===== src/hdl/fmtcg_pkg.sv =====
// Shared types, constants and helpers for the FM tuner channel grid block.
package fmtcg_pkg;

	// Frequency words in kHz.
	localparam int KHZ_W = 19;
	localparam int CHAN_W = 10;

	// Shared divider sizes: dividend and quotient width, divisor width.
	localparam int DIV_W = 19;
	localparam int DEN_W = 8;

	// Configuration port.
	localparam int ADDR_W = 5;
	localparam int DATA_W = 32;

	// Synthesizer and register limits.
	localparam logic [KHZ_W-1:0] SYNTH_MIN_KHZ = 19'd50000;
	localparam logic [KHZ_W-1:0] SYNTH_MAX_KHZ = 19'd115000;
	localparam logic [KHZ_W-1:0] REGISTER_MAX_KHZ = 19'd291600;

	// Band edges.
	localparam logic [KHZ_W-1:0] KHZ_50M = 19'd50000;
	localparam logic [KHZ_W-1:0] KHZ_65M = 19'd65000;
	localparam logic [KHZ_W-1:0] KHZ_76M = 19'd76000;
	localparam logic [KHZ_W-1:0] KHZ_87M = 19'd87000;
	localparam logic [KHZ_W-1:0] KHZ_91M = 19'd91000;
	localparam logic [KHZ_W-1:0] KHZ_108M = 19'd108000;

	localparam logic [CHAN_W-1:0] CHAN_MAX = 10'h3FF;

	// Band codes.
	localparam logic [1:0] BAND_EUUS = 2'd0;
	localparam logic [1:0] BAND_JAPAN = 2'd1;
	localparam logic [1:0] BAND_WORLD = 2'd2;
	localparam logic [1:0] BAND_EAST = 2'd3;

	// Spacing codes.
	localparam logic [1:0] SPC_100 = 2'd0;
	localparam logic [1:0] SPC_200 = 2'd1;
	localparam logic [1:0] SPC_50 = 2'd2;
	localparam logic [1:0] SPC_25 = 2'd3;

	// Operation codes.
	localparam logic [1:0] FN_CLAMP = 2'd0;
	localparam logic [1:0] FN_STEP_KHZ = 2'd1;
	localparam logic [1:0] FN_STEP_CHAN = 2'd2;
	localparam logic [1:0] FN_PLAN = 2'd3;

	// Register indexes.
	localparam logic [2:0] REG_BAND = 3'd0;
	localparam logic [2:0] REG_SPACING = 3'd1;
	localparam logic [2:0] REG_EAST65 = 3'd2;
	localparam logic [2:0] REG_STOP = 3'd3;
	localparam logic [2:0] REG_EXT = 3'd4;

	// Command word.
	typedef struct packed {
		logic [1:0]         func;
		logic signed [31:0] target_khz;
		logic signed [31:0] delta;
		logic [15:0]        wanted_spacing_khz;
	} cmd_t;

	// Result word.
	typedef struct packed {
		logic [KHZ_W-1:0]  result_khz;
		logic [1:0]        planned_band;
		logic [1:0]        planned_spacing;
		logic [CHAN_W-1:0] channel_number;
	} rsp_t;

	// Configuration registers as seen by the datapath.
	typedef struct packed {
		logic [1:0] band_select;
		logic [1:0] spacing_code;
		logic       east_starts_65mhz;
		logic       stop_at_edge;
		logic       extended_range;
	} cfg_t;

	// Sequencer states.
	typedef enum logic [3:0] {
		ST_IDLE,
		ST_MUL,
		ST_EDGE,
		ST_CLAMP,
		ST_PLAN,
		ST_DSTART,
		ST_DWAIT,
		ST_POST,
		ST_DONE
	} state_t;

	// Channel spacing in kHz for a spacing code.
	function automatic logic [DEN_W-1:0] spacing_khz(input logic [1:0] code);
		logic [DEN_W-1:0] r;
		case (code)
			SPC_100: r = 8'd100;
			SPC_200: r = 8'd200;
			SPC_50:  r = 8'd50;
			default: r = 8'd25;
		endcase
		return r;
	endfunction

endpackage


===== src/hdl/fm_tuner_channel_grid.sv =====
// FM tuner channel grid: band clamp, kHz and channel stepping, and frequency planning.
// A command is taken when start is high and busy is low; busy then stays high until
// the result word has been shown. The result appears on rsp for exactly one cycle with
// done high and must be captured then, since the block cannot be held off. All rounding
// goes through one shared restoring divider that produces one quotient bit per cycle. A kHz
// step adds an edge-handling state before the clamp, and a channel step a multiply state
// before that. A clamp whose target lies on or outside a band edge finishes without a
// division. Planning runs one division per spacing it tries, plus one more when the
// channel must be pulled back under the range maximum.
module fm_tuner_channel_grid (
	input  logic                          clk,
	input  logic                          arst_n,
	input  logic                          psel,
	input  logic                          penable,
	input  logic                          pwrite,
	input  logic [fmtcg_pkg::ADDR_W-1:0]  paddr,
	input  logic [fmtcg_pkg::DATA_W-1:0]  pwdata,
	output logic [fmtcg_pkg::DATA_W-1:0]  prdata,
	output logic                          pready,
	input  logic                          start,
	output logic                          busy,
	input  fmtcg_pkg::cmd_t               cmd,
	output logic                          done,
	output fmtcg_pkg::rsp_t               rsp
);
	import fmtcg_pkg::*;

	cfg_t cfg;

	state_t state_q;
	state_t state_d;

	// Command and working registers.
	cmd_t               cmd_q;
	logic signed [31:0] d_q;
	logic signed [33:0] f_q;
	logic [KHZ_W-1:0]   base_q;
	logic [KHZ_W-1:0]   off_q;
	logic [KHZ_W-1:0]   max_q;
	logic [DIV_W-1:0]   num_q;
	logic               fix_q;
	logic [KHZ_W-1:0]   res_q;
	logic [1:0]         pband_q;
	logic [1:0]         pspace_q;
	logic [CHAN_W-1:0]  chan_q;

	// Divider interface.
	logic             div_start;
	logic             div_done;
	logic [DIV_W-1:0] quo;

	logic accept;

	fmtcg_regs u_regs (
		.clk     (clk),
		.arst_n  (arst_n),
		.psel    (psel),
		.penable (penable),
		.pwrite  (pwrite),
		.paddr   (paddr),
		.pwdata  (pwdata),
		.prdata  (prdata),
		.pready  (pready),
		.cfg     (cfg)
	);

	fmtcg_div u_div (
		.clk    (clk),
		.arst_n (arst_n),
		.start  (div_start),
		.num    (num_q),
		.den    (spacing_khz(pspace_q)),
		.done   (div_done),
		.quo    (quo)
	);

	assign accept = start && (state_q == ST_IDLE);

	// Band limits from the configuration.
	logic [KHZ_W-1:0] lo;
	logic [KHZ_W-1:0] hi;

	always_comb begin
		case (cfg.band_select) inside
			BAND_JAPAN, BAND_WORLD: lo = KHZ_76M;
			BAND_EAST:              lo = cfg.east_starts_65mhz ? KHZ_65M : KHZ_50M;
			default:                lo = KHZ_87M;
		endcase
		case (cfg.band_select)
			BAND_JAPAN: hi = KHZ_91M;
			BAND_EAST:  hi = KHZ_76M;
			default:    hi = KHZ_108M;
		endcase
	end

	logic signed [33:0] lo_s;
	logic signed [33:0] hi_s;
	logic [DEN_W-1:0]   st;
	logic [DEN_W-1:0]   half_st;

	assign lo_s = $signed({15'b0, lo});
	assign hi_s = $signed({15'b0, hi});
	assign st = spacing_khz(pspace_q);
	assign half_st = {1'b0, st[DEN_W-1:1]};

	// Channel step: delta times spacing, saturated to 32 bits.
	logic signed [40:0] prod;
	logic               prod_fits;
	logic signed [31:0] prod_sat;

	always_comb begin
		prod = 41'(cmd_q.delta) * 41'($signed({1'b0, st}));
		prod_fits = (prod[40:31] == '0) || (prod[40:31] == '1);
		if (prod_fits) begin
			prod_sat = prod[31:0];
		end else if (prod[40]) begin
			prod_sat = 32'sh8000_0000;
		end else begin
			prod_sat = 32'sh7FFF_FFFF;
		end
	end

	// Step: unsigned current frequency plus signed delta, then edge handling.
	logic signed [33:0] nxt;
	logic signed [33:0] edged;

	always_comb begin
		nxt = $signed({2'b00, cmd_q.target_khz}) + $signed({{2{d_q[31]}}, d_q});
		if (nxt > hi_s) begin
			edged = cfg.stop_at_edge ? hi_s : lo_s;
		end else if (nxt < lo_s) begin
			edged = cfg.stop_at_edge ? lo_s : hi_s;
		end else begin
			edged = nxt;
		end
	end

	// Clamp: out-of-band checks and the rounding dividend.
	logic               f_le_lo;
	logic               f_ge_hi;
	logic signed [33:0] f_off;
	logic [DIV_W-1:0]   clamp_num;

	always_comb begin
		f_le_lo = f_q <= lo_s;
		f_ge_hi = f_q >= hi_s;
		f_off = f_q - lo_s;
		clamp_num = f_off[DIV_W-1:0] + DIV_W'(half_st);
	end

	// Planning set-up: limited request, band base and first spacing.
	logic [KHZ_W-1:0] plan_max;
	logic [KHZ_W-1:0] req;
	logic [KHZ_W-1:0] plan_base;
	logic [1:0]       plan_band;
	logic [1:0]       plan_spc;
	logic [KHZ_W-1:0] plan_off;
	logic [DEN_W-1:0] plan_st;
	logic [DIV_W-1:0] plan_num;

	always_comb begin
		plan_max = cfg.extended_range ? REGISTER_MAX_KHZ : SYNTH_MAX_KHZ;
		if (cmd_q.target_khz <= $signed({13'b0, SYNTH_MIN_KHZ})) begin
			req = SYNTH_MIN_KHZ;
		end else if (cmd_q.target_khz >= $signed({13'b0, plan_max})) begin
			req = plan_max;
		end else begin
			req = cmd_q.target_khz[KHZ_W-1:0];
		end

		if (req < KHZ_76M) begin
			plan_band = BAND_EAST;
			plan_base = KHZ_50M;
		end else if (req < KHZ_87M) begin
			plan_band = BAND_WORLD;
			plan_base = KHZ_76M;
		end else begin
			plan_band = BAND_EUUS;
			plan_base = KHZ_87M;
		end

		if (cmd_q.wanted_spacing_khz <= 16'd25) begin
			plan_spc = SPC_25;
		end else if (cmd_q.wanted_spacing_khz <= 16'd50) begin
			plan_spc = SPC_50;
		end else if (cmd_q.wanted_spacing_khz <= 16'd100) begin
			plan_spc = SPC_100;
		end else begin
			plan_spc = SPC_200;
		end

		plan_off = (req > plan_base) ? (req - plan_base) : '0;
		plan_st = spacing_khz(plan_spc);
		plan_num = plan_off + DIV_W'(plan_st[DEN_W-1:1]);
	end

	// Post-division: shared multiply-add for base plus channel times spacing.
	logic              is_plan;
	logic              q_big;
	logic [CHAN_W-1:0] chan_sat;
	logic [11:0]       mul_in;
	logic [19:0]       mul_out;
	logic [KHZ_W-1:0]  add_base;
	logic [KHZ_W-1:0]  post_res;
	logic              widen;
	logic              over_max;
	logic [1:0]        wide_spc;
	logic [DEN_W-1:0]  wide_st;
	logic [DIV_W-1:0]  wide_num;

	always_comb begin
		is_plan = cmd_q.func == FN_PLAN;
		q_big = |quo[DIV_W-1:CHAN_W];
		chan_sat = q_big ? CHAN_MAX : quo[CHAN_W-1:0];
		mul_in = is_plan ? 12'(chan_sat) : quo[11:0];
		mul_out = 20'(mul_in) * 20'(st);
		add_base = is_plan ? base_q : lo;
		post_res = add_base + mul_out[KHZ_W-1:0];
		widen = !fix_q && q_big && (pspace_q != SPC_200);
		over_max = !fix_q && (post_res > max_q);

		case (pspace_q)
			SPC_25:  wide_spc = SPC_50;
			SPC_50:  wide_spc = SPC_100;
			default: wide_spc = SPC_200;
		endcase
		wide_st = spacing_khz(wide_spc);
		wide_num = off_q + DIV_W'(wide_st[DEN_W-1:1]);
	end

	// Sequencer state register.
	always_ff @(posedge clk or negedge arst_n) begin
		if (!arst_n) begin
			state_q <= ST_IDLE;
		end else begin
			state_q <= state_d;
		end
	end

	// Next-state logic.
	always_comb begin
		state_d = state_q;
		unique case (state_q)
			ST_IDLE: begin
				if (start) begin
					case (cmd.func)
						FN_CLAMP:     state_d = ST_CLAMP;
						FN_STEP_KHZ:  state_d = ST_EDGE;
						FN_STEP_CHAN: state_d = ST_MUL;
						default:      state_d = ST_PLAN;
					endcase
				end
			end
			ST_MUL:    state_d = ST_EDGE;
			ST_EDGE:   state_d = ST_CLAMP;
			ST_CLAMP:  state_d = (f_le_lo || f_ge_hi) ? ST_DONE : ST_DSTART;
			ST_PLAN:   state_d = ST_DSTART;
			ST_DSTART: state_d = ST_DWAIT;
			ST_DWAIT: begin
				if (div_done) begin
					state_d = ST_POST;
				end
			end
			ST_POST: begin
				if (is_plan && (widen || over_max)) begin
					state_d = ST_DSTART;
				end else begin
					state_d = ST_DONE;
				end
			end
			ST_DONE:   state_d = ST_IDLE;
			default:   state_d = ST_IDLE;
		endcase
	end

	// Sequencer outputs.
	always_comb begin
		busy = state_q != ST_IDLE;
		done = state_q == ST_DONE;
		div_start = state_q == ST_DSTART;
	end

	// Working datapath.
	always_ff @(posedge clk) begin
		unique case (state_q)
			ST_IDLE: begin
				if (accept) begin
					cmd_q <= cmd;
					d_q <= cmd.delta;
					f_q <= {{2{cmd.target_khz[31]}}, cmd.target_khz};
					pband_q <= cfg.band_select;
					pspace_q <= cfg.spacing_code;
					chan_q <= '0;
					fix_q <= 1'b0;
				end
			end
			ST_MUL: begin
				d_q <= prod_sat;
			end
			ST_EDGE: begin
				f_q <= edged;
			end
			ST_CLAMP: begin
				num_q <= clamp_num;
				if (f_le_lo) begin
					res_q <= lo;
				end else if (f_ge_hi) begin
					res_q <= hi;
				end
			end
			ST_PLAN: begin
				max_q <= plan_max;
				base_q <= plan_base;
				off_q <= plan_off;
				pband_q <= plan_band;
				pspace_q <= plan_spc;
				num_q <= plan_num;
			end
			ST_POST: begin
				if (!is_plan) begin
					res_q <= (post_res > hi) ? hi : post_res;
				end else if (widen) begin
					pspace_q <= wide_spc;
					num_q <= wide_num;
				end else begin
					chan_q <= chan_sat;
					res_q <= post_res;
					if (over_max) begin
						fix_q <= 1'b1;
						num_q <= max_q - base_q;
					end
				end
			end
			default: ;
		endcase
	end

	// Result word.
	always_comb begin
		rsp.result_khz = res_q;
		rsp.planned_band = pband_q;
		rsp.planned_spacing = pspace_q;
		rsp.channel_number = chan_q;
	end

endmodule


===== src/hdl/fmtcg_div.sv =====
// Restoring divider, one quotient bit per cycle, shared by all operations.
module fmtcg_div (
	input  logic                         clk,
	input  logic                         arst_n,
	input  logic                         start,
	input  logic [fmtcg_pkg::DIV_W-1:0]  num,
	input  logic [fmtcg_pkg::DEN_W-1:0]  den,
	output logic                         done,
	output logic [fmtcg_pkg::DIV_W-1:0]  quo
);
	import fmtcg_pkg::*;

	localparam int CNT_W = $clog2(DIV_W + 1);

	logic [DIV_W-1:0] quo_q;
	logic [DEN_W-1:0] rem_q;
	logic [DEN_W-1:0] den_q;
	logic [CNT_W-1:0] cnt_q;
	logic             active_q;
	logic             done_q;
	logic [DEN_W:0]   trial;
	logic             fits;
	logic [DEN_W:0]   diff;

	// Shift the next dividend bit into the partial remainder and try a subtract.
	always_comb begin
		trial = {rem_q, quo_q[DIV_W-1]};
		fits = trial >= {1'b0, den_q};
		diff = trial - {1'b0, den_q};
	end

	// Control: iteration count and completion pulse.
	always_ff @(posedge clk or negedge arst_n) begin
		if (!arst_n) begin
			cnt_q <= '0;
			active_q <= 1'b0;
			done_q <= 1'b0;
		end else begin
			done_q <= 1'b0;
			if (start) begin
				cnt_q <= CNT_W'(DIV_W);
				active_q <= 1'b1;
			end else if (active_q) begin
				cnt_q <= cnt_q - CNT_W'(1);
				if (cnt_q == CNT_W'(1)) begin
					active_q <= 1'b0;
					done_q <= 1'b1;
				end
			end
		end
	end

	// Datapath: remainder and quotient shift register.
	always_ff @(posedge clk) begin
		if (start) begin
			quo_q <= num;
			rem_q <= '0;
			den_q <= den;
		end else if (active_q) begin
			quo_q <= {quo_q[DIV_W-2:0], fits};
			rem_q <= fits ? diff[DEN_W-1:0] : trial[DEN_W-1:0];
		end
	end

	assign done = done_q;
	assign quo = quo_q;

endmodule


===== src/hdl/fmtcg_regs.sv =====
// Configuration register file behind the APB-style port.
module fmtcg_regs (
	input  logic                          clk,
	input  logic                          arst_n,
	input  logic                          psel,
	input  logic                          penable,
	input  logic                          pwrite,
	input  logic [fmtcg_pkg::ADDR_W-1:0]  paddr,
	input  logic [fmtcg_pkg::DATA_W-1:0]  pwdata,
	output logic [fmtcg_pkg::DATA_W-1:0]  prdata,
	output logic                          pready,
	output fmtcg_pkg::cfg_t               cfg
);
	import fmtcg_pkg::*;

	cfg_t       cfg_q;
	logic [2:0] idx;
	logic       wr_en;

	assign idx = paddr[ADDR_W-1:2];
	assign wr_en = psel && penable && pwrite;
	assign pready = 1'b1;

	// Register writes; addresses past the last register are ignored.
	always_ff @(posedge clk or negedge arst_n) begin
		if (!arst_n) begin
			cfg_q.band_select <= BAND_EUUS;
			cfg_q.spacing_code <= SPC_100;
			cfg_q.east_starts_65mhz <= 1'b1;
			cfg_q.stop_at_edge <= 1'b0;
			cfg_q.extended_range <= 1'b0;
		end else if (wr_en) begin
			unique case (idx)
				REG_BAND:    cfg_q.band_select <= pwdata[1:0];
				REG_SPACING: cfg_q.spacing_code <= pwdata[1:0];
				REG_EAST65:  cfg_q.east_starts_65mhz <= pwdata[0];
				REG_STOP:    cfg_q.stop_at_edge <= pwdata[0];
				REG_EXT:     cfg_q.extended_range <= pwdata[0];
				default:     ;
			endcase
		end
	end

	// Read-back.
	always_comb begin
		unique case (idx)
			REG_BAND:    prdata = DATA_W'(cfg_q.band_select);
			REG_SPACING: prdata = DATA_W'(cfg_q.spacing_code);
			REG_EAST65:  prdata = DATA_W'(cfg_q.east_starts_65mhz);
			REG_STOP:    prdata = DATA_W'(cfg_q.stop_at_edge);
			REG_EXT:     prdata = DATA_W'(cfg_q.extended_range);
			default:     prdata = '0;
		endcase
	end

	assign cfg = cfg_q;

endmodule

===== config.mk =====
export PLATFORM = sky130hd
export DESIGN_NAME = fm_tuner_channel_grid
export DESIGN_NICKNAME = d
export VERILOG_FILES = /design/src/hdl/fmtcg_pkg.sv /design/src/hdl/fm_tuner_channel_grid.sv /design/src/hdl/fmtcg_div.sv /design/src/hdl/fmtcg_regs.sv
export SDC_FILE = /design/constraint.sdc
export NUM_CORES = 1
export LEC_CHECK = 0
export ABC_CLOCK_PERIOD_IN_PS = 18000
export BUFFER_PORTS_ARGS = -buffer_cell sky130_fd_sc_hd__clkbuf_2
export CELL_PAD_IN_SITES_DETAIL_PLACEMENT = 0
export CELL_PAD_IN_SITES_GLOBAL_PLACEMENT = 2
export CORE_ASPECT_RATIO = 0.9
export CORE_MARGIN = 1
export CORE_UTILIZATION = 35
export CTS_BUF_LIST = sky130_fd_sc_hd__clkbuf_2
export DETAILED_ROUTE_END_ITERATION = 7
export PLACE_DENSITY_LB_ADDON = 0.25
export SLEW_MARGIN = 20
export SYNTH_ARGS = -nofsm -noshare
export SYNTH_HDL_FRONTEND = slang
export SYNTH_SLANG_ARGS = --single-unit

===== constraint.sdc =====
create_clock -name clk -period 18 [get_ports clk]
set_clock_uncertainty 0.15 [all_clocks]
set_input_delay 2.7 -clock clk [delete_from_list [all_inputs] [get_ports clk]]
set_output_delay 2.7 -clock clk [all_outputs]
set_load 0.005 [all_outputs]

# --- Yosys cells after proc, flatten, opt, wreduce, memory -nomap -nowiden ---
# Cells that the tools add are included.
classes:
  n_eq_ne: 38
  mul: 2
  n_reduce_logical: 44
  muxes: 75
  n_lt_le_gt_ge: 15
  addsub: 10
op_table:
  columns: ["operator", "count"]
  rows:
  - ["19-bit two-way mux", 17]
  - ["34-bit two-way mux", 3]
  - ["32-bit two-way mux", 3]
  - ["8-bit one-hot mux with 3 select lines", 3]
  - ["34-bit one-hot mux with 2 select lines", 1]
  - ["32-bit one-hot mux with 2 select lines", 1]
  - ["19-bit by 7-bit adder with 19-bit output", 3]
  - ["19-bit > comparator", 3]
  - ["19-bit one-hot mux with 3 select lines", 1]
  - ["19-bit subtractor", 3]
  - ["17-bit two-way mux", 3]
  - ["32-bit by 9-bit multiplier with 41-bit output", 1]
  - ["10-bit two-way mux", 4]
  - ["19-bit by 17-bit < comparator with 1-bit output (second input constant)", 2]
  - ["19-bit one-hot mux with 2 select lines", 1]
  - ["33-bit by 32-bit adder with 34-bit output", 1]
  - ["34-bit by 18-bit >= comparator with 1-bit output", 1]
  - ["34-bit by 20-bit > comparator with 1-bit output", 1]
  - ["34-bit by 18-bit less-or-equal comparator with 1-bit output", 1]
  - ["34-bit by 20-bit < comparator with 1-bit output", 1]
  - ["32-bit by 20-bit >= comparator with 1-bit output", 1]
  - ["32-bit by 17-bit less-or-equal comparator with 1-bit output (second input constant)", 1]
  - ["16-bit one-hot mux with 2 select lines", 1]
  - ["4-bit one-hot mux with 8 select lines", 1]
  - ["52 further kinds", 126]
totals:
  elab_cells: 211
  output_inout_bits: 68
  input_bits: 125
  regBits: 311

# --- Depth between registers and ports, before layout ---
# Gate-level depths: netlist of run 1.
logic_depth:
  ltp_word: 11
  depth_mapped: 39
  mapped_depth_nobuf: 38

# --- Hierarchy ---
# From an unflattened synthesis of run 1, not the netlist that was laid out.
hier_totals:
  hier_cells: 3452
  area_unflattened_um2: 31935.6
by_module_without_submodules:
  columns: ["module", "area_per_inst_um2", "n_inst", "cells_each", "seq_area_each_um2"]
  rows:
  - ["fm_tuner_channel_grid", 29072.9, 1, 3198, 6916.6]
  - ["fmtcg_div", 2224.6, 1, 189, 1146.1]
  - ["fmtcg_regs", 638.1, 1, 65, 176.4]

# --- Worst setup path before layout of run 1 ---
# No wires, ideal clock.
synth_timing:
  path_kind: "reg-to-reg"
  start: "reg u_regs.cfg_q (netlist bit u_regs.cfg[5])"
  end: "reg num_q[0], enable pin"
  n_path_buf: 0
  path_slack_ns: 8.877
  setup_ns: 0.395
  path_stages_with_launch: 33
  required_time_ns: 17.455
  synth_period_minus_slack_ns: 9.123
  arrival_ns: 8.579
  cell_sequence: "dfrtp_1 -> ha_1 -> inv_1 -> o21ai_0 -> clkinv_1 -> nand2_1 -> a21boi_0 -> inv_1 -> fa_1 -> inv_1 -> fa_1 -> ha_1 -> inv_1 -> fa_1 -> inv_1 -> fa_1 -> a21o_1 -> a21oi_1 -> o21bai_1 -> a21oi_1 -> o21ai_0 -> a41o_1 -> o31ai_1 -> xor2_1 -> inv_1 -> ha_1 -> nand2_1 -> o31a_1 -> nor4_1 -> nor2_1 -> a21oi_1 -> a21oi_1 -> nor2_1"
synth_via:
  elab_chain_len: 9
  elab_cells_between_ends: 12
  classes_between: "add/sub: 1; order compare: 1; eq/ne: 4; mux: 3; reduce/logical: 3"
synth_rtl:
  columns: ["item", "line", "rtl"]
  rows:
  - ["start: declaration", "fmtcg_regs.sv:16", "cfg_t cfg_q;"]
  - ["2-bit equality test or 2-bit by 1-bit equality test with 1-bit output (tied branches)", null, null]
  - ["17-bit two-way mux or 2-bit OR reduction (tied branches)", "fm_tuner_channel_grid.sv:84", "case (cfg.band_select) inside"]
  - ["17-bit two-way mux (*)", "fm_tuner_channel_grid.sv:84", null]
  - ["19-bit two-way mux (*)", "fm_tuner_channel_grid.sv:217", "add_base = is_plan ? base_q : lo;"]
  - ["19-bit adder (*)", "fm_tuner_channel_grid.sv:218", "post_res = add_base + mul_out[KHZ_W-1:0];"]
  - ["19-bit > comparator (*)", "fm_tuner_channel_grid.sv:220", "over_max = !fix_q && (post_res > max_q);"]
  - ["1-bit logical AND (*)", "fm_tuner_channel_grid.sv:220", null]
  - ["3-bit != test (no line) (*)", null, null]
  - ["3-bit AND reduction (no line) (*)", null, null]
  - ["end signal: assignment", "fm_tuner_channel_grid.sv:304", "num_q <= clamp_num;"]
  - ["end signal: assignment", "fm_tuner_channel_grid.sv:317", "num_q <= plan_num;"]
  - ["end signal: assignment", "fm_tuner_channel_grid.sv:324", "num_q <= wide_num;"]
  - ["end: declaration", "fm_tuner_channel_grid.sv:40", "logic [DIV_W-1:0] num_q;"]
# Mark *: on every way between the ends. The rest lies on a longest branch, timed or not.
# A chain may end at the register's enable or synchronous reset.

# --- Worst setup path after layout of run 1 ---
layout_timing:
  start: "reg u_regs.cfg_q (netlist bit u_regs.cfg[0])"
  end: "reg num_q[14] (data pin)"
layout_via:
  elab_chain_len: 11
  elab_cells_between_ends: 13
  classes_between: "add/sub: 2; order compare: 4; mux: 7"
layout_rtl:
  columns: ["item", "line", "rtl"]
  rows:
  - ["19-bit two-way mux (*)", "fm_tuner_channel_grid.sv:162", "plan_max = cfg.extended_range ? REGISTER_MAX_KHZ : SYNTH_MAX_KHZ;"]
  - ["net plan_max[15]", "fm_tuner_channel_grid.sv:152", "logic [KHZ_W-1:0] plan_max;"]
  - ["32-bit by 20-bit >= comparator with 1-bit output", "fm_tuner_channel_grid.sv:165", "end else if (cmd_q.target_khz >= $signed({13'b0, plan_max})) begin"]
  - ["19-bit two-way mux (*)", "fm_tuner_channel_grid.sv:165", null]
  - ["19-bit two-way mux (*)", "fm_tuner_channel_grid.sv:163", "if (cmd_q.target_khz <= $signed({13'b0, SYNTH_MIN_KHZ})) begin"]
  - ["19-bit by 17-bit < comparator with 1-bit output", "fm_tuner_channel_grid.sv:174", "end else if (req < KHZ_87M) begin"]
  - ["15-bit two-way mux", "fm_tuner_channel_grid.sv:174", null]
  - ["17-bit two-way mux", "fm_tuner_channel_grid.sv:171", "if (req < KHZ_76M) begin"]
  - ["19-bit > comparator", "fm_tuner_channel_grid.sv:192", "plan_off = (req > plan_base) ? (req - plan_base) : '0;"]
  - ["19-bit two-way mux (*)", "fm_tuner_channel_grid.sv:192", null]
  - ["net plan_off[0]", "fm_tuner_channel_grid.sv:157", "logic [KHZ_W-1:0] plan_off;"]
  - ["19-bit by 7-bit adder with 19-bit output (*)", "fm_tuner_channel_grid.sv:194", "plan_num = plan_off + DIV_W'(plan_st[DEN_W-1:1]);"]
  - ["19-bit one-hot mux with 3 select lines (*)", "fm_tuner_channel_grid.sv:285", "unique case (state_q)"]
# Mark *: on every way through the listed nets, which the timed path passes. The rest lies on a longest branch.

==> impl_metrics.json, run 1 <==
{
  "met3_usage_pct": 3.95,
  "drive_gt1_share_pct": 9.85,
  "synth_top_area_share_pct": 24.1,
  "cts_max_path_buffers": 3,
  "port_buffers": 129,
  "endpoint_kind": "register",
  "finalCriticalPeriod_ps": 9980,
  "synth-main-ff-cell": "edfxtp_1",
  "antenna_found_initial": 6,
  "clk_latency_ps": 1280,
  "synth_common_cells": "inv_1 (470), nand2_1 (339), ha_1 (287), fa_1 (280), edfxtp_1 (254)",
  "busiest_layer": "met1",
  "dieArea_um2": 91800,
  "place_ws_ps": 7980,
  "grtUsageMet1_pct": 33.3,
  "grt_max_degree": 81,
  "root_buffer": "clkbuf_2",
  "postRouteAntennaNets": 0,
  "grt_pass1_vias": 24900,
  "detail_route.wirelength_um": 102000,
  "critical_path_arrival_ps": 10810,
  "synth_warnings": 0,
  "dp_hpwl_um": 81500,
  "synth_area_leaders": "edfxtp_1 (24%), fa_1 (18%), ha_1 (11%)",
  "cts_tree": "built",
  "syn_area_um2": 31700,
  "place_congestion": 0.854,
  "fmax_mhz": 100,
  "ys_types": 103,
  "cts.clk_slew.worst_paths_ps": 110,
  "cts_made_buffers": 84,
  "ctsResizeCount": 0,
  "post_cts_buffers": 0,
  "yosysSeqAreaShare_pct": 26.0,
  "top_level_ports": 193,
  "rows": 104,
  "die_y_um": 287,
  "tns_ps": 0,
  "drv_slew": 0,
  "die_w_um": 319,
  "clock-sinks": 280,
  "grt_first_pass_wirelength_um": 154000,
  "min_path_type": "register to register",
  "grt_usage_pct": 22.1,
  "setup_viol": 0,
  "yosys.area.top_type": "edfxtp_1",
  "slew_headroom_pct": 31.9,
  "crit_slowest_cell": "o31ai_1",
  "status": "finished, final reports clean",
  "rsz0062_at_grt": "no",
  "drtIter0Drc": 1810,
  "drc": 0,
  "async_reset_ff_share_pct": 6.43,
  "crit_top_cell": "a21o_1",
  "crit_path_max_fanout": 13,
  "num_vias": 25400,
  "startpoint_type": "register",
  "finalWorstSetupSlack_ps": 8020,
  "avgSynthCellArea_um2": 9.10,
  "core-area_um2": 89500,
  "synth_edf_count": 254,
  "hold_viol_final": 0,
  "grt-ovfl-total": 0,
  "synth_cells": 3483,
  "vias_per_cell": 5.23,
  "path_class": "register to register",
  "min_period_over_period_pct": 55.5,
  "nNetsFinal": 4310,
  "start_util_pct": 35.4,
  "worst_ep_required_time_ps": 18830,
  "ys_seq_elements": 280,
  "critPathMaxStageDelay_ps": 700,
  "first_pass_iters": 6,
  "worstMarginPinSlew_ps": 1010,
  "ctsHtreeMaxLevel": 3,
  "cts.hold.buffers_added": 0,
  "yosysMostFrequentCell": "inv_1",
  "syn_to_final_growth_pct": 8.53,
  "wl_per_cell_um": 20.9,
  "maxCapViolations": 0,
  "met2_usage_pct": 32.5
}
[cell type report]
class                      instances  area [um^2]
fill                            9330        55100
tap                             1166         1460
sequential                       280         8240
multi-input combinational       2611        21100
inverter                         472         1770
antenna                            6         15.0
clock buffer                     113          566
clock inverter                    42          231
timing repair buffer             169          958
[critical path, delay by kind of cell (launching register included)]
| family | cells | cell delay, ps |
|---|---|---|
| AND/OR/NAND/NOR | 12 | 2620 |
| XOR/XNOR | 1 | 160 |
| AO/OA/AOI/OAI | 17 | 4550 |
| flip-flops | 1 | 330 |
| buffers and inverters | 3 | 650 |
| adder cells (fa/ha/maj) | 4 | 1250 |
[placed cells by master, fill, tap and decap left out, drive strengths merged, types with 40 or more instances in the layout]
cell | synthesis | routed
a21o | 66 | 66
a21oi | 183 | 183
and2 | 112 | 112
buf | 44 | 40
clkbuf | 105 | 242
edfxtp | 254 | 254
fa | 280 | 280
ha | 287 | 287
inv | 470 | 477
nand2 | 340 | 340
nand3 | 64 | 64
nor2 | 248 | 248
nor2b | 91 | 91
nor3 | 72 | 72
o21ai | 184 | 184
xnor2 | 82 | 82
xor2 | 63 | 63
[layer usage]
metal / wire [um] / up-vias
met5: 0 / -
met4: 2260 / 0
met1: 50400 / 12400
met2: 43000 / 659
li1: - / 12200
met3: 5900 / 128
[flip-flops by register name, indices dropped and copies added (netlist names), 7 cells and up]
| signal | flops |
|---|---|
| cmd_q | 82 |
| f_q | 34 |
| d_q | 32 |
| num_q | 19 |
| off_q | 19 |
| res_q | 19 |
| u_div.quo | 19 |
| chan_q | 10 |
| u_div.den_q | 8 |
| u_div.rem_q | 8 |
| u_regs.cfg | 7 |
[metrics by stage]
step	instances	util, %	area, um^2	hold WS, ps
after floorplan	3512	-	31800	296
after CTS	4853	38.4	34400	351
after global placement	4698	37.5	33600	319
after detailed placement	4698	37.5	33600	331
after global routing	4859	38.4	34400	395
final	4859	38.4	34400	341
[logic make-up (layout without fill, tap and decap cells)]
kind of cell | Yosys count | in the layout | synth area share, %
and+or+nand+nor | 1125 | 1125 | 17.6
AOI/OAI and AO/OA | 722 | 722 | 14.9
muxes | 21 | 21 | 0.691
xor gates and xnor gates | 145 | 145 | 4.01
other | 2 | 37 | 0.0237
DFF | 280 | 280 | 26.0
adders and majority gates | 567 | 567 | 29.0
buffers and inverters | 621 | 796 | 7.81
[path summary, 6_finish.rpt]
kind	start	endpoint	slack, ps	depth (start not counted)
setup / recovery	u_regs.cfg[0]$_DFFE_PN0P_	num_q[14]$_DFFE_PP_	8020	37
hold / removal	u_div.rem_q[7]$_SDFFE_PP0P_	u_div.rem_q[7]$_SDFFE_PP0P_	340	2
setup reg to reg	u_regs.cfg[0]$_DFFE_PN0P_	num_q[14]$_DFFE_PP_	8020	37
hold reg to reg	u_div.rem_q[7]$_SDFFE_PP0P_	u_div.rem_q[7]$_SDFFE_PP0P_	340	2
max in group asynchronous	arst_n	u_regs.cfg[1]$_DFFE_PN0P_	15990	1
min in group asynchronous	arst_n	u_div.done$_DFF_PN0_	1290	1
Power of run 1 is not shown: default switching activity piles up to over one toggle a cycle in this logic, so the estimate is an artifact.
==> run 2, diff against run 1 <==
ABC_CLOCK_PERIOD_IN_PS = 9390   (was 18000)
clock period = 9.39 ns   (was 18 ns; I/O delays follow)
==> run 2 against run 1 <==
Against the previous run: worst hold slack lost 140 ps; count of clock-buffer cells in the layout grew 5; critical path depth is the same; die area is the same; via count grew 0.61%; global-route usage grew 0.58 points; wire length grew 2.1%; largest cell class unchanged.
==> impl_metrics.json, run 2 (synthesis results as in run 1) <==
{
  "status": "finished, final reports clean",
  "largest_register": "cmd_q",
  "grt-ovfl-total": 0,
  "crit_path_max_fanout": 6,
  "first_pass_iters": 5,
  "hold_ws_ps": 202,
  "grt_usage_pct": 22.7,
  "critPathMaxStageDelay_ps": 610,
  "syn_to_final_growth_pct": 9.61,
  "fmax_mhz": 112,
  "die_y_um": 287,
  "cts_max_path_buffers": 3,
  "grt_max_degree": 57,
  "fillCellCount": 9306,
  "endpoint_kind": "register",
  "maxCapViolations": 0,
  "path_class": "register to register",
  "clock-sinks": 280,
  "dp_hpwl_um": 84400,
  "crit_path_end": "num_q[18]$_DFFE_PP_",
  "mostFrequentLayoutCell": "inv_1",
  "antenna_found_initial": 8,
  "die_w_um": 319,
  "vias_per_cell": 5.22,
  "rows": 104,
  "top_regs": "cmd_q (82), f_q (34), d_q (32)",
  "clk_latency_ps": 1210,
  "worst_ep_required_time_ps": 10110,
  "start_util_pct": 35.4,
  "cts_tree": "built",
  "reg2regPathDepth": 37,
  "rr_startpoint": "u_regs.cfg[0]$_DFFE_PN0P_",
  "drv_slew": 0,
  "tns_ps": 0,
  "critical_path_arrival_ps": 9670,
  "top_level_ports": 193,
  "min-delay-start": "cmd[15]",
  "worstMarginPinSlew_ps": 1020,
  "cts_made_buffers": 81,
  "port_buffers": 129,
  "ctsHtreeMaxLevel": 3,
  "detail_route.wirelength_um": 104000,
  "wl_per_cell_um": 21.2,
  "startpoint_type": "register",
  "startpoint": "u_regs.cfg[0]$_DFFE_PN0P_",
  "finalCriticalPeriod_ps": 8950,
  "final_cell_mix": "inv_1 (468), nand2_1 (339), ha_1 (287)",
  "crit_top_cell": "a21o_1",
  "hold_viol_final": 0,
  "r2r_slack_ps": 440,
  "cts.clk_slew.worst_paths_ps": 120,
  "rsz0062_at_grt": "no",
  "drtIter0Drc": 2056,
  "largest_reg_flops": 82,
  "grt_first_pass_wirelength_um": 158000,
  "postRouteAntennaNets": 0,
  "drc": 0,
  "drive_gt1_share_pct": 11.2,
  "seqCellArea_um2": 8240,
  "num_vias": 25500,
  "nNetsFinal": 4359,
  "slew_headroom_pct": 31.5,
  "setup_viol": 0,
  "multi_input_area_um2": 21200,
  "crit_slowest_cell": "or4bb_2",
  "reg2reg_to": "num_q[18]$_DFFE_PP_",
  "core-area_um2": 89500,
  "grt_pass1_vias": 25200,
  "root_buffer": "clkbuf_2",
  "min_path_type": "input pin to register",
  "place_congestion": 0.882,
  "dieArea_um2": 91800,
  "min_period_over_period_pct": 95.4
}
[run 2: critical path: cells and delay by family (launching register included)]
family,cells,cell delay (ps)
adder cells (fa/ha/maj),3,780
buffers and inverters,2,530
AO/OA/AOI/OAI,19,3440
XOR/XNOR,1,250
AND/OR/NAND/NOR,12,3030
flip-flops,1,410
[run 2: worst min path at each step]
stage                                       end  slack [ps]  cells past startpoint
CTS                         cmd_q[15]$_DFFE_PP_           6                      1
detailed placement  u_div.rem_q[7]$_SDFFE_PP0P_         320                      2
global placement    u_div.rem_q[7]$_SDFFE_PP0P_         320                      2
finish                      cmd_q[15]$_DFFE_PP_         200                      1
floorplan           u_div.rem_q[7]$_SDFFE_PP0P_         300                      2
global route                cmd_q[15]$_DFFE_PP_          80                      1
[run 2: layout make-up]
class                      count  area share, %
antenna                        2         0.0144
clock buffer                 118           1.70
clock inverter                27          0.483
inverter                     472           5.11
multi-input combinational   2611           60.9
sequential                   280           23.7
tap                         1166           4.20
timing repair buffer         221           3.85
[run 2: routing by layer]
layer	global-route usage [%]	vias up	wire [um]
met3	3.66	135	5620
met4	6.00	6	2480
met2	33.5	652	43700
li1	-	12300	-
met5	0	-	41
met1	34.2	12400	51900
[run 2: repair_timing]
action | 4_1_cts | 5_1_grt
setup buffers | 0 | 4
endpoints found under the setup margin | 0 | 27
hold buffers | 1 | 0
gates resized for setup | 0 | 7
endpoints found under the hold margin | 17 | 0
[run 2: through the flow]
step	worst slack [ps]	instances	instance area, um^2	util, %
2_1_floorplan	267	3512	31800	-
3_3_place_gp	411	4745	33900	37.9
3_5_place_dp	422	4745	33900	37.9
4_1_cts	356	4891	34700	38.7
5_1_grt	29.1	4897	34700	38.8
6_report	437	4897	34700	38.8
Power of run 2 is left out for the same reason.
==> run 3, diff against run 2 <==
BUFFER_PORTS_ARGS = not set   (was -buffer_cell sky130_fd_sc_hd__clkbuf_2)
DONT_BUFFER_PORTS = 1   (was not set)
==> run 3 against run 2 <==
Against the previous run: first-iteration DRC count fell by 11%; flip-flop and latch count unchanged; count of clock-buffer cells in the layout is 7 lower; cell count is 1.8% lower; fmax rose by 1.5%; wire length shrank 1.7%; largest cell class unchanged.
==> impl_metrics.json, run 3 (synthesis results as in run 1) <==
{
  "crit_path_max_fanout": 8,
  "path_class": "register to register",
  "grt-ovfl-total": 0,
  "dieArea_um2": 91800,
  "first_pass_iters": 6,
  "detail_route.wirelength_um": 102000,
  "dp_hpwl_um": 82600,
  "startpoint_type": "register",
  "min_period_over_period_pct": 93.9,
  "cts_made_buffers": 85,
  "syn_to_final_growth_pct": 8.71,
  "rows": 104,
  "clk_latency_ps": 1390,
  "rsz0062_at_grt": "no",
  "fmax_mhz": 113,
  "drtIter0Drc": 1830,
  "critPathMaxStageDelay_ps": 630,
  "setup_viol": 0,
  "status": "finished, final reports clean",
  "multi_input_area_um2": 21100,
  "die_w_um": 319,
  "grt_usage_pct": 22.3,
  "root_buffer": "clkbuf_2",
  "seqCellArea_um2": 8240,
  "core-area_um2": 89500,
  "fillCellCount": 9191,
  "tns_ps": 0,
  "drv_slew": 0,
  "top_level_ports": 193,
  "port_buffers": 0,
  "clock-sinks": 280,
  "nNetsFinal": 4264,
  "crit_top_cell": "a21o_1",
  "grt_max_degree": 71,
  "final_cell_mix": "inv_1 (468), nand2_1 (339), ha_1 (287)",
  "top_regs": "cmd_q (82), f_q (34), d_q (32)",
  "drc": 0,
  "postRouteAntennaNets": 0,
  "hold_viol_final": 0,
  "largest_reg_flops": 82,
  "crit_slowest_cell": "or4bb_2",
  "endpoint_kind": "register",
  "critical_path_arrival_ps": 9600,
  "slew_headroom_pct": 33.5,
  "place_congestion": 0.880,
  "antenna_found_initial": 13,
  "vias_per_cell": 5.21,
  "maxCapViolations": 0,
  "start_util_pct": 35.4,
  "wl_per_cell_um": 21.2,
  "cts_max_path_buffers": 3,
  "die_y_um": 287,
  "grt_pass1_vias": 24600,
  "finalCriticalPeriod_ps": 8820,
  "drive_gt1_share_pct": 7.73,
  "hold_path_depth": 0,
  "worstMarginPinSlew_ps": 997,
  "mostFrequentLayoutCell": "inv_1",
  "worst_ep_required_time_ps": 10170,
  "cts_tree": "built",
  "ctsHtreeMaxLevel": 3,
  "largest_register": "cmd_q",
  "min_path_type": "input pin to register",
  "grt_first_pass_wirelength_um": 154000,
  "cts.clk_slew.worst_paths_ps": 120,
  "num_vias": 25100,
  "reg2regPathDepth": 37
}
==> run 3: final timing paths <==
path | start | end | slack [ps]
max in group asynchronous | arst_n | u_regs.cfg[0]$_DFFE_PN0P_ | 7850
hold reg to reg | u_div.rem_q[7]$_SDFFE_PP0P_ | u_div.rem_q[7]$_SDFFE_PP0P_ | 330
setup reg to reg | cmd_q[57]$_DFFE_PP_ | num_q[18]$_DFFE_PP_ | 570
setup / recovery | cmd_q[57]$_DFFE_PP_ | num_q[18]$_DFFE_PP_ | 570
hold / removal | cmd[57] | cmd_q[57]$_DFFE_PP_ | 60
min in group asynchronous | arst_n | u_regs.cfg[0]$_DFFE_PN0P_ | 610
==> run 3: area by class of cell <==
class	count	share of cell area (%)
multi-input cells	2611	61.4
diodes	9	0.0654
repair buffers	122	3.10
well taps	1166	4.23
flip-flops and latches	280	23.9
clock buffers	111	1.61
inverters	472	5.15
clock inverters	40	0.530
==> run 3: per-stage QoR <==
stage          cell area, um^2  hold slack [ps]  cells  setup WS (ps)  util (%)
2_1_floorplan            31800              296   3512            267         -
3_3_place_gp             33300              316   4618            571      37.2
3_5_place_dp             33300              315   4618            496      37.2
4_1_cts                  34200             4.98   4785            448      38.2
5_1_grt                  34400            -3.72   4810           12.0      38.5
6_report                 34400             63.7   4811            572      38.5
==> run 3: repair_timing <==
action                                  4_1_cts  5_1_grt
setup buffers                                 0        2
hold endpoints to repair                     36       15
endpoints found under the setup margin        0       23
hold buffers                                 16       15
gates resized for setup                       0        3
==> run 3: metal layers <==
metal / vias to the layer above / global-route usage (%) / part of all wire (%)
met5: - / 0 / 0.055
met1: 12100 / 32.9 / 49
li1: 12200 / - / -
met4: 10 / 6.18 / 2.4
met3: 145 / 5.21 / 6.4
met2: 645 / 32.1 / 42
==> run 3: worst max-delay path: cells and delay by family (launching register included) <==
| kind | cells | cell delay (ps) |
|---|---|---|
| buffers and inverters | 1 | 190 |
| and+or+nand+nor | 14 | 3070 |
| xor gates and xnor gates | 1 | 220 |
| DFF | 1 | 540 |
| adders and majority gates | 3 | 890 |
| AOI/OAI and AO/OA | 18 | 3410 |
Power of run 3 is left out for the same reason.
